===== config.mk =====
export PLATFORM = sky130hd
export DESIGN_NAME = acm_engine
export DESIGN_NICKNAME = d
export VERILOG_FILES = /design/src/rtl/core/acm_pkg.sv /design/src/rtl/core/acm_engine.sv
export SDC_FILE = /design/constraint.sdc
export NUM_CORES = 1
export LEC_CHECK = 0
export BUFFER_PORTS_ARGS = -buffer_cell sky130_fd_sc_hd__buf_4
export CAP_MARGIN = 0
export CORE_UTILIZATION = 58
export DETAILED_ROUTE_END_ITERATION = 6
export PLACE_DENSITY = 0.81
export SYNTH_ARGS = -nofsm -noshare
export SYNTH_HDL_FRONTEND = slang
export SYNTH_SLANG_ARGS = --single-unit

===== constraint.sdc =====
create_clock -name clk -period 10.28 [get_ports clk]
set_clock_uncertainty 0.1 [all_clocks]
set_input_delay 3.084 -clock clk [delete_from_list [all_inputs] [get_ports clk]]
set_output_delay 3.084 -clock clk [all_outputs]
set_load 0.05 [all_outputs]

===== src/rtl/core/acm_pkg.sv =====
// ----------------------------------------------------------------------------
// acm_pkg
// Shared codes, field widths and limits of the multi-pattern matcher.
// ----------------------------------------------------------------------------
package acm_pkg;

	// field widths of the input and result words
	localparam int KIND_W     = 2;
	localparam int SYM_W      = 6;
	localparam int ALPHA_W    = 7;
	localparam int POS_W      = 32;
	localparam int RULE_OUT_W = 10;

	// alphabet size after reset
	localparam logic [ALPHA_W-1:0] ALPHA_RESET = 7'd64;

	// most match words one text symbol may produce
	localparam int RESULT_CAP = 32;
	localparam int CNT_W      = 6;

	// input word kinds
	typedef enum logic [KIND_W-1:0] {
		KIND_PAT  = 2'd0,
		KIND_FIN  = 2'd1,
		KIND_TXT  = 2'd2,
		KIND_NONE = 2'd3
	} kind_t;

	// build status codes
	localparam logic STATUS_OK  = 1'b0;
	localparam logic STATUS_OVF = 1'b1;

endpackage


===== src/rtl/core/acm_engine.sv =====
// ----------------------------------------------------------------------------
// acm_engine
// Sequencer of the matcher: trie insert, level-order failure link pass,
// text walk and match chain, over the goto RAM and the node RAM.
// ----------------------------------------------------------------------------
module acm_engine import acm_pkg::*; #(
	parameter int MAX_NODES   = 1024,
	parameter int MAX_SYMBOLS = 64,
	parameter int MAX_DEPTH   = 32,
	parameter int MAX_RULES   = 1024,
	localparam int NW  = $clog2(MAX_NODES),
	localparam int CW  = $clog2(MAX_NODES + 1),
	localparam int SW  = $clog2(MAX_SYMBOLS),
	localparam int DW  = $clog2(MAX_DEPTH + 1),
	localparam int RW  = (MAX_RULES > 1) ? $clog2(MAX_RULES) : 1,
	localparam int RCW = $clog2(MAX_RULES + 1),
	localparam int GAW = NW + SW,
	localparam int NEW = NW + SW + NW + 1 + RW + DW
) (
	input  logic                  clk,
	input  logic                  arst_n,
	input  logic [ALPHA_W-1:0]    alpha,
	// input words
	input  logic                  in_valid,
	output logic                  in_ready,
	input  logic [KIND_W-1:0]     in_kind,
	input  logic [SYM_W-1:0]      in_sym,
	input  logic                  in_pend,
	input  logic                  in_tstart,
	// result words
	output logic                  out_valid,
	input  logic                  out_ready,
	output logic                  out_is_status,
	output logic                  out_bstat,
	output logic [POS_W-1:0]      out_start,
	output logic [POS_W-1:0]      out_end,
	output logic [RULE_OUT_W-1:0] out_rule,
	output logic                  out_last,
	// goto RAM
	output logic                  g_we,
	output logic [GAW-1:0]        g_waddr,
	output logic [NW-1:0]         g_wdata,
	output logic                  g_re,
	output logic [GAW-1:0]        g_raddr,
	input  logic [NW-1:0]         g_rdata,
	// node RAM
	output logic                  n_we,
	output logic [NW-1:0]         n_waddr,
	output logic [NEW-1:0]        n_wdata,
	output logic                  n_re,
	output logic [NW-1:0]         n_raddr,
	input  logic [NEW-1:0]        n_rdata
);

	typedef struct packed {
		logic [NW-1:0] parent;
		logic [SW-1:0] sym;
		logic [NW-1:0] fail;
		logic          term;
		logic [RW-1:0] rule;
		logic [DW-1:0] depth;
	} node_t;

	typedef enum logic [16:0] {
		S_CLEAR   = 17'h00001,
		S_IDLE    = 17'h00002,
		S_PAT_RD  = 17'h00004,
		S_PAT_CHK = 17'h00008,
		S_PAT_END = 17'h00010,
		S_PAT_TRM = 17'h00020,
		S_STATUS  = 17'h00040,
		S_B_RD    = 17'h00080,
		S_B_CHK   = 17'h00100,
		S_B_PWAIT = 17'h00200,
		S_F_RD    = 17'h00400,
		S_F_CHK   = 17'h00800,
		S_F_NX    = 17'h01000,
		S_C_RD    = 17'h02000,
		S_C_CHK   = 17'h04000,
		S_C_PROC  = 17'h08000,
		S_C_FLUSH = 17'h10000
	} state_t;

	localparam logic MODE_BLD = 1'b0;
	localparam logic MODE_TXT = 1'b1;

	state_t              state_q, state_d;
	logic [GAW-1:0]      clr_q, clr_d;
	logic [NW-1:0]       cursor_q, cursor_d;
	logic                dropped_q, dropped_d;
	logic [RCW-1:0]      rule_cnt_q, rule_cnt_d;
	logic                ovf_q, ovf_d;
	logic [CW-1:0]       node_cnt_q, node_cnt_d;
	logic [NW-1:0]       cur_q, cur_d;
	logic [POS_W-1:0]    pos_q, pos_d;
	logic [SYM_W-1:0]    sym_q, sym_d;
	logic                pend_q, pend_d;
	logic [NW-1:0]       r_q, r_d;
	logic [SW-1:0]       fsym_q, fsym_d;
	logic                mode_q, mode_d;
	node_t               ent_q, ent_d;
	logic [DW-1:0]       bd_q, bd_d;
	logic [NW-1:0]       bn_q, bn_d;
	logic [CNT_W-1:0]    k_q, k_d;
	logic                pnd_v_q, pnd_v_d;
	logic [POS_W-1:0]    pnd_start_q, pnd_start_d;
	logic [RULE_OUT_W-1:0] pnd_rule_q, pnd_rule_d;

	logic                  ov_q, ov_d;
	logic                  o_stat_q, o_stat_d;
	logic                  o_bstat_q, o_bstat_d;
	logic [POS_W-1:0]      o_start_q, o_start_d;
	logic [POS_W-1:0]      o_end_q, o_end_d;
	logic [RULE_OUT_W-1:0] o_rule_q, o_rule_d;
	logic                  o_last_q, o_last_d;

	node_t            n_rd, n_wr;
	logic             out_free;
	logic             in_sym_ok;
	logic             do_adv;
	logic             bn_last;
	logic [DW-1:0]    dep;
	logic [NW-1:0]    base_node;
	logic [POS_W-1:0] base_pos;
	logic [CNT_W-1:0] k_nx;

	assign n_rd     = node_t'(n_rdata);
	assign n_wdata  = NEW'(n_wr);
	assign out_free = !ov_q || out_ready;
	assign in_sym_ok = (ALPHA_W'(in_sym) < alpha) && (32'(in_sym) < MAX_SYMBOLS);
	assign bn_last  = (CW'(bn_q) + CW'(1)) >= node_cnt_q;

	// next state, datapath and memory controls
	always_comb begin
		state_d     = state_q;
		clr_d       = clr_q;
		cursor_d    = cursor_q;
		dropped_d   = dropped_q;
		rule_cnt_d  = rule_cnt_q;
		ovf_d       = ovf_q;
		node_cnt_d  = node_cnt_q;
		cur_d       = cur_q;
		pos_d       = pos_q;
		sym_d       = sym_q;
		pend_d      = pend_q;
		r_d         = r_q;
		fsym_d      = fsym_q;
		mode_d      = mode_q;
		ent_d       = ent_q;
		bd_d        = bd_q;
		bn_d        = bn_q;
		k_d         = k_q;
		pnd_v_d     = pnd_v_q;
		pnd_start_d = pnd_start_q;
		pnd_rule_d  = pnd_rule_q;
		ov_d        = ov_q && !out_ready;
		o_stat_d    = o_stat_q;
		o_bstat_d   = o_bstat_q;
		o_start_d   = o_start_q;
		o_end_d     = o_end_q;
		o_rule_d    = o_rule_q;
		o_last_d    = o_last_q;
		g_we        = 1'b0;
		g_waddr     = '0;
		g_wdata     = '0;
		g_re        = 1'b0;
		g_raddr     = '0;
		n_we        = 1'b0;
		n_waddr     = '0;
		n_wr        = '0;
		n_re        = 1'b0;
		n_raddr     = '0;
		in_ready    = 1'b0;
		do_adv      = 1'b0;
		dep         = '0;
		base_node   = '0;
		base_pos    = '0;
		k_nx        = k_q;

		unique case (state_q)
			// zero the goto table, one entry a cycle
			S_CLEAR: begin
				g_we    = 1'b1;
				g_waddr = clr_q;
				clr_d   = clr_q + GAW'(1);
				if (&clr_q) begin
					state_d = S_IDLE;
				end
			end

			S_IDLE: begin
				in_ready = 1'b1;
				if (in_valid) begin
					sym_d  = in_sym;
					pend_d = in_pend;
					unique case (kind_t'(in_kind))
						KIND_PAT: begin
							if (dropped_q) begin
								state_d = S_PAT_END;
							end else if (!in_sym_ok) begin
								dropped_d = 1'b1;
								ovf_d     = 1'b1;
								state_d   = S_PAT_END;
							end else begin
								state_d = S_PAT_RD;
							end
						end
						KIND_FIN: begin
							bd_d = DW'(1);
							bn_d = NW'(1);
							if (node_cnt_q <= CW'(1)) begin
								state_d = S_STATUS;
							end else begin
								state_d = S_B_RD;
							end
						end
						KIND_TXT: begin
							base_node = in_tstart ? '0 : cur_q;
							base_pos  = in_tstart ? '0 : pos_q;
							if (!in_sym_ok) begin
								cur_d = '0;
								pos_d = base_pos + POS_W'(1);
							end else begin
								pos_d   = base_pos;
								r_d     = base_node;
								fsym_d  = SW'(in_sym);
								mode_d  = MODE_TXT;
								state_d = S_F_RD;
							end
						end
						default: ;
					endcase
				end
			end

			// pattern symbol: look up child and cursor depth
			S_PAT_RD: begin
				g_re    = 1'b1;
				g_raddr = {cursor_q, SW'(sym_q)};
				n_re    = 1'b1;
				n_raddr = cursor_q;
				state_d = S_PAT_CHK;
			end

			S_PAT_CHK: begin
				dep = (cursor_q == '0) ? '0 : n_rd.depth;
				if (g_rdata != '0) begin
					cursor_d = g_rdata;
				end else if (node_cnt_q >= CW'(MAX_NODES) || dep >= DW'(MAX_DEPTH)) begin
					dropped_d = 1'b1;
					ovf_d     = 1'b1;
				end else begin
					g_we        = 1'b1;
					g_waddr     = {cursor_q, SW'(sym_q)};
					g_wdata     = node_cnt_q[NW-1:0];
					n_we        = 1'b1;
					n_waddr     = node_cnt_q[NW-1:0];
					n_wr.parent = cursor_q;
					n_wr.sym    = SW'(sym_q);
					n_wr.depth  = dep + DW'(1);
					node_cnt_d  = node_cnt_q + CW'(1);
					cursor_d    = node_cnt_q[NW-1:0];
				end
				state_d = S_PAT_END;
			end

			// pattern end: mark terminal, take a rule number
			S_PAT_END: begin
				if (!pend_q) begin
					state_d = S_IDLE;
				end else if (dropped_q || rule_cnt_q >= RCW'(MAX_RULES) || cursor_q == '0) begin
					if (!dropped_q && rule_cnt_q >= RCW'(MAX_RULES)) begin
						ovf_d = 1'b1;
					end
					if (rule_cnt_q < RCW'(MAX_RULES)) begin
						rule_cnt_d = rule_cnt_q + RCW'(1);
					end
					cursor_d  = '0;
					dropped_d = 1'b0;
					state_d   = S_IDLE;
				end else begin
					n_re    = 1'b1;
					n_raddr = cursor_q;
					state_d = S_PAT_TRM;
				end
			end

			S_PAT_TRM: begin
				if (!n_rd.term) begin
					n_we      = 1'b1;
					n_waddr   = cursor_q;
					n_wr      = n_rd;
					n_wr.term = 1'b1;
					n_wr.rule = RW'(rule_cnt_q);
				end
				rule_cnt_d = rule_cnt_q + RCW'(1);
				cursor_d   = '0;
				dropped_d  = 1'b0;
				state_d    = S_IDLE;
			end

			S_STATUS: begin
				if (out_free) begin
					ov_d      = 1'b1;
					o_stat_d  = 1'b1;
					o_bstat_d = ovf_q ? STATUS_OVF : STATUS_OK;
					o_start_d = '0;
					o_end_d   = '0;
					o_rule_d  = '0;
					o_last_d  = 1'b1;
					state_d   = S_IDLE;
				end
			end

			// failure pass: nodes of the current level, in index order
			S_B_RD: begin
				n_re    = 1'b1;
				n_raddr = bn_q;
				state_d = S_B_CHK;
			end

			S_B_CHK: begin
				if (n_rd.depth != bd_q) begin
					do_adv = 1'b1;
				end else if (n_rd.parent == '0) begin
					n_we      = 1'b1;
					n_waddr   = bn_q;
					n_wr      = n_rd;
					n_wr.fail = '0;
					do_adv    = 1'b1;
				end else begin
					ent_d   = n_rd;
					n_re    = 1'b1;
					n_raddr = n_rd.parent;
					state_d = S_B_PWAIT;
				end
			end

			S_B_PWAIT: begin
				r_d     = n_rd.fail;
				fsym_d  = ent_q.sym;
				mode_d  = MODE_BLD;
				state_d = S_F_RD;
			end

			// follow failure links until a transition exists
			S_F_RD: begin
				g_re    = 1'b1;
				g_raddr = {r_q, fsym_q};
				state_d = S_F_CHK;
			end

			S_F_CHK: begin
				if (g_rdata != '0 || r_q == '0) begin
					if (mode_q == MODE_BLD) begin
						n_we      = 1'b1;
						n_waddr   = bn_q;
						n_wr      = ent_q;
						n_wr.fail = g_rdata;
						do_adv    = 1'b1;
					end else begin
						cur_d = g_rdata;
						if (g_rdata == '0) begin
							pos_d   = pos_q + POS_W'(1);
							state_d = S_IDLE;
						end else begin
							r_d     = g_rdata;
							k_d     = '0;
							pnd_v_d = 1'b0;
							state_d = S_C_RD;
						end
					end
				end else begin
					n_re    = 1'b1;
					n_raddr = r_q;
					state_d = S_F_NX;
				end
			end

			S_F_NX: begin
				r_d     = n_rd.fail;
				state_d = S_F_RD;
			end

			// match chain: one held result so the final one gets last
			S_C_RD: begin
				n_re    = 1'b1;
				n_raddr = r_q;
				state_d = S_C_CHK;
			end

			S_C_CHK: begin
				ent_d   = n_rd;
				state_d = S_C_PROC;
			end

			S_C_PROC: begin
				if (!(ent_q.term && pnd_v_q && !out_free)) begin
					if (ent_q.term) begin
						if (pnd_v_q) begin
							ov_d      = 1'b1;
							o_stat_d  = 1'b0;
							o_bstat_d = STATUS_OK;
							o_start_d = pnd_start_q;
							o_end_d   = pos_q + POS_W'(1);
							o_rule_d  = pnd_rule_q;
							o_last_d  = 1'b0;
						end
						pnd_v_d     = 1'b1;
						pnd_start_d = pos_q - POS_W'(ent_q.depth) + POS_W'(1);
						pnd_rule_d  = RULE_OUT_W'(ent_q.rule);
						k_nx        = k_q + CNT_W'(1);
					end
					k_d = k_nx;
					if (k_nx == CNT_W'(RESULT_CAP) || ent_q.fail == '0) begin
						state_d = S_C_FLUSH;
					end else begin
						r_d     = ent_q.fail;
						state_d = S_C_RD;
					end
				end
			end

			S_C_FLUSH: begin
				if (!pnd_v_q) begin
					pos_d   = pos_q + POS_W'(1);
					state_d = S_IDLE;
				end else if (out_free) begin
					ov_d      = 1'b1;
					o_stat_d  = 1'b0;
					o_bstat_d = STATUS_OK;
					o_start_d = pnd_start_q;
					o_end_d   = pos_q + POS_W'(1);
					o_rule_d  = pnd_rule_q;
					o_last_d  = 1'b1;
					pnd_v_d   = 1'b0;
					pos_d     = pos_q + POS_W'(1);
					state_d   = S_IDLE;
				end
			end

			default: state_d = S_IDLE;
		endcase

		// step to the next node, or the next level, of the failure pass
		if (do_adv) begin
			if (bn_last) begin
				if (bd_q == DW'(MAX_DEPTH)) begin
					state_d = S_STATUS;
				end else begin
					bd_d    = bd_q + DW'(1);
					bn_d    = NW'(1);
					state_d = S_B_RD;
				end
			end else begin
				bn_d    = bn_q + NW'(1);
				state_d = S_B_RD;
			end
		end
	end

	// control registers
	always_ff @(posedge clk or negedge arst_n) begin
		if (!arst_n) begin
			state_q    <= S_CLEAR;
			clr_q      <= '0;
			cursor_q   <= '0;
			dropped_q  <= 1'b0;
			rule_cnt_q <= '0;
			ovf_q      <= 1'b0;
			node_cnt_q <= CW'(1);
			cur_q      <= '0;
			pos_q      <= '0;
			pnd_v_q    <= 1'b0;
			ov_q       <= 1'b0;
		end else begin
			state_q    <= state_d;
			clr_q      <= clr_d;
			cursor_q   <= cursor_d;
			dropped_q  <= dropped_d;
			rule_cnt_q <= rule_cnt_d;
			ovf_q      <= ovf_d;
			node_cnt_q <= node_cnt_d;
			cur_q      <= cur_d;
			pos_q      <= pos_d;
			pnd_v_q    <= pnd_v_d;
			ov_q       <= ov_d;
		end
	end

	// payload and working registers
	always_ff @(posedge clk) begin
		sym_q       <= sym_d;
		pend_q      <= pend_d;
		r_q         <= r_d;
		fsym_q      <= fsym_d;
		mode_q      <= mode_d;
		ent_q       <= ent_d;
		bd_q        <= bd_d;
		bn_q        <= bn_d;
		k_q         <= k_d;
		pnd_start_q <= pnd_start_d;
		pnd_rule_q  <= pnd_rule_d;
		o_stat_q    <= o_stat_d;
		o_bstat_q   <= o_bstat_d;
		o_start_q   <= o_start_d;
		o_end_q     <= o_end_d;
		o_rule_q    <= o_rule_d;
		o_last_q    <= o_last_d;
	end

	assign out_valid     = ov_q;
	assign out_is_status = o_stat_q;
	assign out_bstat     = o_bstat_q;
	assign out_start     = o_start_q;
	assign out_end       = o_end_q;
	assign out_rule      = o_rule_q;
	assign out_last      = o_last_q;

endmodule

# [Word level (Yosys, flattened, before mapping)]
# Index checks and enable logic that the tools add are counted.
[totals] inputBits=74 register_bits=319
[op_classes] eq_ne=57 mux=199 reduce_logical=54 bitwise_logic=3 addsub=12 magnitude_cmp=7
[ops] cell="$mux 32" count=19
[ops] cell="$mux 10" count=42
[ops] cell="$mux 43" count=7
[ops] cell="$pmux 32 s3" count=3
[ops] cell="$pmux 17 s15" count=1
[ops] cell="$mux 17" count=13
[ops] cell="$mux 6" count=21
[ops] cell="$add 32x1->32 const B" count=3
[ops] cell="$pmux 43 s2" count=1
[ops] cell="$pmux 10 s4" count=2
[ops] cell="$pmux 16 s2" count=2
[ops] cell="$pmux 16 s4" count=1
[ops] cell="$pmux 21 s3" count=1
[ops] cell="$pmux 10 s3" count=2
[ops] cell="$pmux 10 s6" count=1
[ops] cell="$mux 1" count=55
[ops] cell="$pmux 17 s3" count=1
[ops] cell="$logic_not 10->1" count=5
[ops] cell="$ne 2x2->1 const B" count=24
[ops] cell="$mux 11" count=3
[ops] cell="$mux 16" count=2
[ops] cell="$sub 32x6->32" count=1
[ops] cell="$pmux 6 s2" count=2
[ops] cell="$pmux 6 s4" count=1
[ops] cell="other kinds (65)" count=119

# [Logic depth before layout (Yosys ltp)]
# Gate-level depths: netlist (run 1).
[logic_depth] ltp_word=12 depth_mapped=14

# [Least setup slack after synthesis (run 1)]
# Ideal clock, no wire load.
[synth_timing] kind="input -> register" from="input port out_ready" to="register o_bstat_q, in the netlist out_bstat (enable)" slack_ns=0.569 n_path_buf=0 t_arrival_ns=8.985 stages=4 setup_time_ns=0.627 required_time_ns=9.553 cell_sequence="nor2b_1 > o21ai_0 > a21o_1 > a21boi_0"
[synth_between] elab_chain_cells=5
[synth_lines] item="from (decl)" line_no="acm_engine.sv:32" source="input logic out_ready,"
[synth_lines] item="$logic_or 1x1->1 (*)" line_no="acm_engine.sv:129" source="assign out_free = !ov_q || out_ready;"
[synth_lines] item="$logic_not 1->1" line_no="acm_engine.sv:398" source="if (!(ent_q.term && pnd_v_q && !out_free)) begin"
[synth_lines] item="$logic_and 1x1->1" line_no="acm_engine.sv:398"
[synth_lines] item="$ne 2x2->1 (no line)"
[synth_lines] item="$reduce_and 7->1 (no line) (*)"
[synth_lines] item="to (signal assigned)" line_no="acm_engine.sv:505" source="o_bstat_q <= o_bstat_d;"
[synth_lines] item="to (decl)" line_no="acm_engine.sv:111" source="logic o_bstat_q, o_bstat_d;"
# Mark *: on every way between the ends. The rest lies on a longest branch, timed or not.
# A chain may end at the register's enable or synchronous reset.

# [Worst setup path after layout (run 1)]
[layout_timing] from="input port g_rdata[7]" to="output port n_waddr[1]"
[layout_between] elab_chain_cells=4
[layout_lines] item="from (decl)" line_no="acm_engine.sv:45" source="input logic [NW-1:0] g_rdata,"
[layout_lines] item="$reduce_bool 10->1 (*)" line_no="acm_engine.sv:247, acm_engine.sv:354"
[layout_lines] item="$logic_or 1x1->1" line_no="acm_engine.sv:354" source="if (g_rdata != '0 || r_q == '0) begin"
[layout_lines] item="$mux 10" line_no="acm_engine.sv:354"
[layout_lines] item="$pmux 10 s4 (*)" line_no="acm_engine.sv:180" source="unique case (state_q)"
[layout_lines] item="to (decl)" line_no="acm_engine.sv:48" source="output logic [NW-1:0] n_waddr,"
# Marks and branches as above.

==> results of run 1 <==
==> per-layer routing <==
metal	track usage [%]	vias to the layer above	share of wire [%]	wire length, um
li1	-	7140	-	-
met1	40.8	7588	38	19900
met2	53.9	909	48	25200
met3	5.02	182	8.5	4450
met4	14.4	0	4.8	2520
met5	0	-	0	0
==> worst max path at each step <==
stage,to,depth (start not counted)
5_1_grt,n_waddr[2],9
2_1_floorplan,out_bstat,4
4_1_cts,n_waddr[1],8
3_5_place_dp,n_waddr[5],8
6_report,n_waddr[1],8
3_3_place_gp,n_waddr[1],8
==> synth_stat cells, types with 32 or more instances <==
master	n
sky130_fd_sc_hd__a21oi_1	100
sky130_fd_sc_hd__a222oi_1	37
sky130_fd_sc_hd__a22o_1	48
sky130_fd_sc_hd__and2_1	68
sky130_fd_sc_hd__and3_1	39
sky130_fd_sc_hd__clkbuf_1	71
sky130_fd_sc_hd__dfrtp_1	109
sky130_fd_sc_hd__edfxtp_1	192
sky130_fd_sc_hd__ha_1	91
sky130_fd_sc_hd__inv_1	107
sky130_fd_sc_hd__nand2_1	188
sky130_fd_sc_hd__nand3_1	67
sky130_fd_sc_hd__nand4_1	39
sky130_fd_sc_hd__nor2_1	130
sky130_fd_sc_hd__o21ai_0	93
sky130_fd_sc_hd__xnor2_1	79
sky130_fd_sc_hd__xor2_1	32
==> state kept, by name, summed over array words and instances, names as in the netlist, 10 cells and up <==
name and cells:
bn_q 10, clr_q 16, cur_q 10, cursor_q 10, ent_q 43, node_cnt_q 11
out_end 32, out_rule 10, out_start 32, pnd_rule_q 10, pnd_start_q 32, pos_q 32
r_q 10, rule_cnt_q 11, state_q 17
==> area by class of cell <==
cell class / instances / share of cell area (%)
timing repair buffer: 284 / 9.76
tap: 396 / 2.27
inverter: 109 / 1.88
clock buffer: 42 / 4.33
multi-input combinational: 1305 / 39.8
sequential: 319 / 40.7
clock inverter: 22 / 1.26
==> metrics by stage <==
step                      cell area [um2]  setup WS [ns]
after floorplan                     18200          0.569
after global placement              20600           1.68
after detailed placement            20600           1.55
after CTS                           21800           1.55
after global routing                21800           1.34
final                               21800           1.49
==> cell families (layout without fill, tap and decap cells) <==
family                     Yosys count  in the layout  share of synthesized area (%)
AOI/OAI and AO/OA                  414            414                           15.6
xor gates and xnor gates           111            111                           5.33
adders and majority gates           92             92                           6.35
buffers and inverters              195            457                           4.17
DFF                                319            319                           48.6
muxes                               16             16                          0.933
and+or+nand+nor                    672            672                           19.0
==> power groups by stage <==
stage | registers, uW | logic, uW | clock network (uW)
floorplan | 1640 | 1010 | 0
global placement | 1740 | 1280 | 0
detailed placement | 1730 | 1310 | 0
CTS | 1710 | 1320 | 1350
global route | 1730 | 1480 | 1390
finish | 1730 | 1350 | 1340
==> results.cfg, run 1 <==
[power_and_ir_drop]
sw_power_uw = 1580
leakagePower_uw = 0.00927
power_report.internal_total_uw = 2840
pwr_total_uw = 4410
pwr-share-clk_pct = 30.3
sw_frac_of_total_pct = 35.7
pwr-share-comb_pct = 30.6
seqPwrFrac_pct = 39.1
powerDensity_nw_per_um2 = 202
max-vdd-ir-drop_uv = 204

[worst_setup_path]
crit_chain = buf_4 > nor4_1 > and4_1 > and3_2 > buf_4 > and2_1 > a221o_1 > buf_4
worst_ep_required_ns = 7.10
startpoint = g_rdata[7]
rr_endpoint = pos_q[7]
r2r_setup_slack_ns = 5.73
slowest_stage = sky130_fd_sc_hd__and4_1
rr_startpoint = state_q[1]
category_of_the_worst_setup_path_capture_point = output pin
worst-endpoint-arrival_ns = 5.60
crit_top_cell = sky130_fd_sc_hd__buf_4
timing.critical_path.slowest_cell_delay_ns = 0.56
criticalPathCategory = input port to output pin
crit_buf_inv = 3
ff2ff_path_depth = 9
worst-path-max-fanout = 50
start_kind = input port
cp_top_family = simple AND/OR/NAND/NOR gates

[clock_tree]
cts_hold_buf = 0
clock_tree_from_tritoncts = yes
cts.sink_count = 319
clock_latency_ns = 0.53
cts_post_setup_buffers_inserted = 0
cts_htree_levels = 2
clock-root-buffer = sky130_fd_sc_hd__clkbuf_16
clock_tree.buffer_depth = 3
worst_setup_hold_path_clk_slew_ns = 0.06
cts-resized-gates = 0
number_of_clock_buffers_inserted_by_tritoncts = 36

[yosys]
netlist.top_cell.by_area = sky130_fd_sc_hd__edfxtp_1
synth_area_per_cell_um2 = 10.0
synth_area_um2 = 18200
postSynth.topFlopCell = sky130_fd_sc_hd__edfxtp_1
yosys_warnings = 0
synth_area_leaders = sky130_fd_sc_hd__edfxtp_1 (32%), sky130_fd_sc_hd__dfrtp_1 (15%), sky130_fd_sc_hd__ha_1 (6.2%)
synth_top_cell_area_share_pct = 31.6
async_reset_ff_share_pct = 34.8
synth_seq_cells = 319
yosysUniqueCellTypes = 86
postSynthCellCount = 1819
number_of_enable_type_register_cells_in_the_synthesized_netlist = 192
synth_nets = 1985
synth_sequential_area_ratio_pct = 48.6

[flow_run]
max_cap_viol_count = 0

[route]
viasPerCell = 6.39
routed-via-count = 15819
route.detailed.wl_per_inst_um = 21.0
drt_iter0_drc = 1583
drt_drc_violations_left = 33
drt_wl_total_mm = 52.1
drt_pre_antenna_iters = 7
route.antenna.remaining_nets = 0

[finish]
top_library_cells_by_usage_in_the_layout_fill_and_taps_aside = sky130_fd_sc_hd__buf_4 (283), sky130_fd_sc_hd__edfxtp_1 (192), sky130_fd_sc_hd__nand2_1 (187)
share_of_layout_cells_above_drive_strength_1_pct = 18.7
num_antenna_cells = 0
area.growth.synth_to_final_pct = 19.5
fin_nets = 2221
post-route-util_pct = 70.9
multi_input_area_um2 = 8690
layout.cells.most_common = sky130_fd_sc_hd__buf_4
n_fill_cell = 2293
final-seq-area_um2 = 8870
final_cells = 2477

[timing]
hold-worst-slack_ns = 0.377
report.final.hold_viol_count = 0
tns_ns = 0
finalMaxSlewViolations = 0
layout_min_cycle_time_ns = 8.79
grt_setup_unrepaired = false
report.final.setup_viol = 0
tightest_slew_ns = 1.25
final_min_period_over_clock_period_pct = 85.5
slew_headroom_pct = 15.7
clock.fmax_mhz = 114

[outcome]
run_status = complete, but fails checks
violations_in_the_final_reports = DRC

[die]
floorplan.io_pins = 262
die-area_um2 = 32200
rows = 64
starting_utilization_of_the_core_area_pct = 59.3
core_area_um2 = 30700
fp.dieW_um = 179
floorplan.die.height_um = 179

[placement]
place.port_buffers = 261
routabilityCongestion = 1.00
hpwlAfterDp_mm = 37.1
placed_cells_incl_taps = 2412

[hold_path]
hold_path.startpoint = ent_q[6]
hold_end = pnd_rule_q[0]
worstHoldPathType = flop to flop
hold_depth = 0

[global_routing]
maximum_number_of_pins_on_one_net_before_global_route_repair = 77
grt_pass1_wl_mm = 80.0
grt_antenna_before_repair = 0
gr-usage-all-layers_pct = 32.0
via_count_of_the_first_global_routing_pass = 15045
globalRouteOverflowTotal = 0
(Power assumes the default switching activity.)
==> inputs of run 2 (changes only) <==
==> constraint.sdc (replaced) <==
create_clock -name clk -period 9.4 [get_ports clk]
set_clock_uncertainty 0.1 [all_clocks]
set_input_delay 2.82 -clock clk [delete_from_list [all_inputs] [get_ports clk]]
set_output_delay 2.82 -clock clk [all_outputs]
set_load 0.05 [all_outputs]
==> results.cfg, run 2 (synthesis gave the netlist of run 1 again) <==
[clock_tree]
number_of_clock_buffers_inserted_by_tritoncts = 36
cts_htree_levels = 2
cts_hold_buf = 0
worst_setup_hold_path_clk_slew_ns = 0.06
clock_tree.buffer_depth = 3
cts.sink_count = 319
clock_tree_from_tritoncts = yes
clock_latency_ns = 0.52
clock-root-buffer = sky130_fd_sc_hd__clkbuf_16
cts_post_setup_buffers_inserted = 0
cts-resized-gates = 0

[die]
rows = 64
starting_utilization_of_the_core_area_pct = 59.3
floorplan.io_pins = 262
die-area_um2 = 32200
core_area_um2 = 30700
fp.dieW_um = 179
floorplan.die.height_um = 179

[route]
route.detailed.wl_per_inst_um = 21.1
dr_wl_met3_mm = 4.13
top_layer = met4
routed-via-count = 15733
drt_iter0_drc = 1715
met2_routed_length_mm = 25.4
drt_pre_antenna_iters = 7
route.antenna.remaining_nets = 0
drt_wl_total_mm = 52.5
drt_drc_violations_left = 43
drt-met1-wl_mm = 20.0
viasPerCell = 6.34

[global_routing]
grt_antenna_before_repair = 0
maximum_number_of_pins_on_one_net_before_global_route_repair = 77
grt_pass1_wl_mm = 80.6
via_count_of_the_first_global_routing_pass = 15040
gr-usage-all-layers_pct = 32.2
globalRouteOverflowTotal = 0

[worst_setup_path]
endpoint = n_wdata[3]
start_kind = input port
criticalPathCategory = input port to output pin
worst-path-max-fanout = 44
rr_endpoint = bn_q[0]
worst-endpoint-arrival_ns = 5.61
r2r_setup_slack_ns = 4.89
rr_startpoint = state_q[1]
ff2ff_path_depth = 8
startpoint = g_rdata[7]
worst_ep_required_ns = 6.48
category_of_the_worst_setup_path_capture_point = output pin

[finish]
largest_register_ff_count = 43
share_of_layout_cells_above_drive_strength_1_pct = 18.8
max_flop_register = ent_q
multi_input_area_um2 = 8690
layout.cells.most_common = sky130_fd_sc_hd__buf_4
n_fill_cell = 2355
final_cells = 2481
num_antenna_cells = 0
area.growth.synth_to_final_pct = 19.3
fin_nets = 2223
top_library_cells_by_usage_in_the_layout_fill_and_taps_aside = sky130_fd_sc_hd__buf_4 (286), sky130_fd_sc_hd__edfxtp_1 (192), sky130_fd_sc_hd__nand2_1 (187)
final-seq-area_um2 = 8870
post-route-cell-area_um2 = 21800

[timing]
finalMaxSlewViolations = 0
grt_setup_unrepaired = false
report.final.hold_viol_count = 0
tns_ns = 0
layout_setup_ws_ns = 0.867
layout_min_cycle_time_ns = 8.53
clock.fmax_mhz = 117
final_min_period_over_clock_period_pct = 90.8
report.final.setup_viol = 0
slew_headroom_pct = 12.0
tightest_slew_ns = 1.31

[placement]
routabilityCongestion = 0.991
detailedPlace.worstSlack_ns = 0.926
placed_cells_incl_taps = 2415
place.port_buffers = 261
hpwlAfterDp_mm = 37.6
detailed_place.area_um2 = 20600

[power_and_ir_drop]
sw_frac_of_total_pct = 36.2
pwr-share-clk_pct = 29.0
leakagePower_uw = 0.00925
max-vdd-ir-drop_uv = 132
power_report.internal_total_uw = 3030
seqPwrFrac_pct = 39.7
sw_power_uw = 1720
pwr-share-comb_pct = 31.4
pwr_total_uw = 4760
powerDensity_nw_per_um2 = 218

[flow_run]
max_cap_viol_count = 0

[hold_path]
worstHoldPathType = flop to flop

[outcome]
run_status = complete, but fails checks
violations_in_the_final_reports = DRC
run 2: cell count changes in the layout (fill, tap and decap cells not counted), sizes merged:
cell	before	now
clkbuf	42	49
buf	284	286
bufinv	6	2
inv	111	108
clkinvlp	2	4
run 2: how the worst min path moves through the flow:
| stage | from | end | slack (ns) | cells past startpoint |
|---|---|---|---|---|
| floorplan | ent_q[6] | pnd_rule_q[0] | 0.33 | 0 |
| global route | ent_q[10] | pnd_rule_q[4] | 0.39 | 0 |
| detailed placement | ent_q[11] | pnd_rule_q[5] | 0.35 | 0 |
| finish | ent_q[9] | pnd_rule_q[3] | 0.37 | 0 |
| global placement | ent_q[9] | pnd_rule_q[3] | 0.34 | 0 |
| CTS | ent_q[9] | pnd_rule_q[3] | 0.36 | 0 |
run 2: per-layer routing:
metal | global-route usage [%] | vias up
met2 | 54.2 | 894
met4 | 17.1 | 0
met1 | 40.3 | 7489
met3 | 4.64 | 207
met5 | 0 | -
li1 | - | 7143
run 2: through the flow:
step	util, %	hold slack (ns)
finish	70.8	0.369
global route	70.8	0.387
CTS	70.8	0.364
detailed placement	67.0	0.348
global placement	67.0	0.335
floorplan	-	0.327
run 2: worst max-delay path, stage by stage:
cell                      delay [ns]
sky130_fd_sc_hd__buf_4          0.13
sky130_fd_sc_hd__nor4_1         0.34
sky130_fd_sc_hd__and4_1         0.57
sky130_fd_sc_hd__and3_2         0.85
sky130_fd_sc_hd__nand2_1        0.23
sky130_fd_sc_hd__or3_1          0.39
sky130_fd_sc_hd__nand3_1        0.09
sky130_fd_sc_hd__buf_4          0.20
run 2: power by group through the flow:
stage | sequential [uW] | clock, uW | combinational [uW]
5_1_grt | 1890 | 1450 | 1630
4_1_cts | 1870 | 1390 | 1460
2_1_floorplan | 1800 | 0 | 1110
3_3_place_gp | 1900 | 0 | 1410
6_report | 1890 | 1380 | 1490
3_5_place_dp | 1890 | 0 | 1450
run 2: final cells by class:
class | count | share of cell area, %
inverters | 109 | 1.88
repair buffers | 286 | 9.86
clock inverters | 17 | 0.718
flip-flops and latches | 319 | 40.7
well taps | 396 | 2.28
clock buffers | 49 | 4.65
multi-input cells | 1305 | 39.9
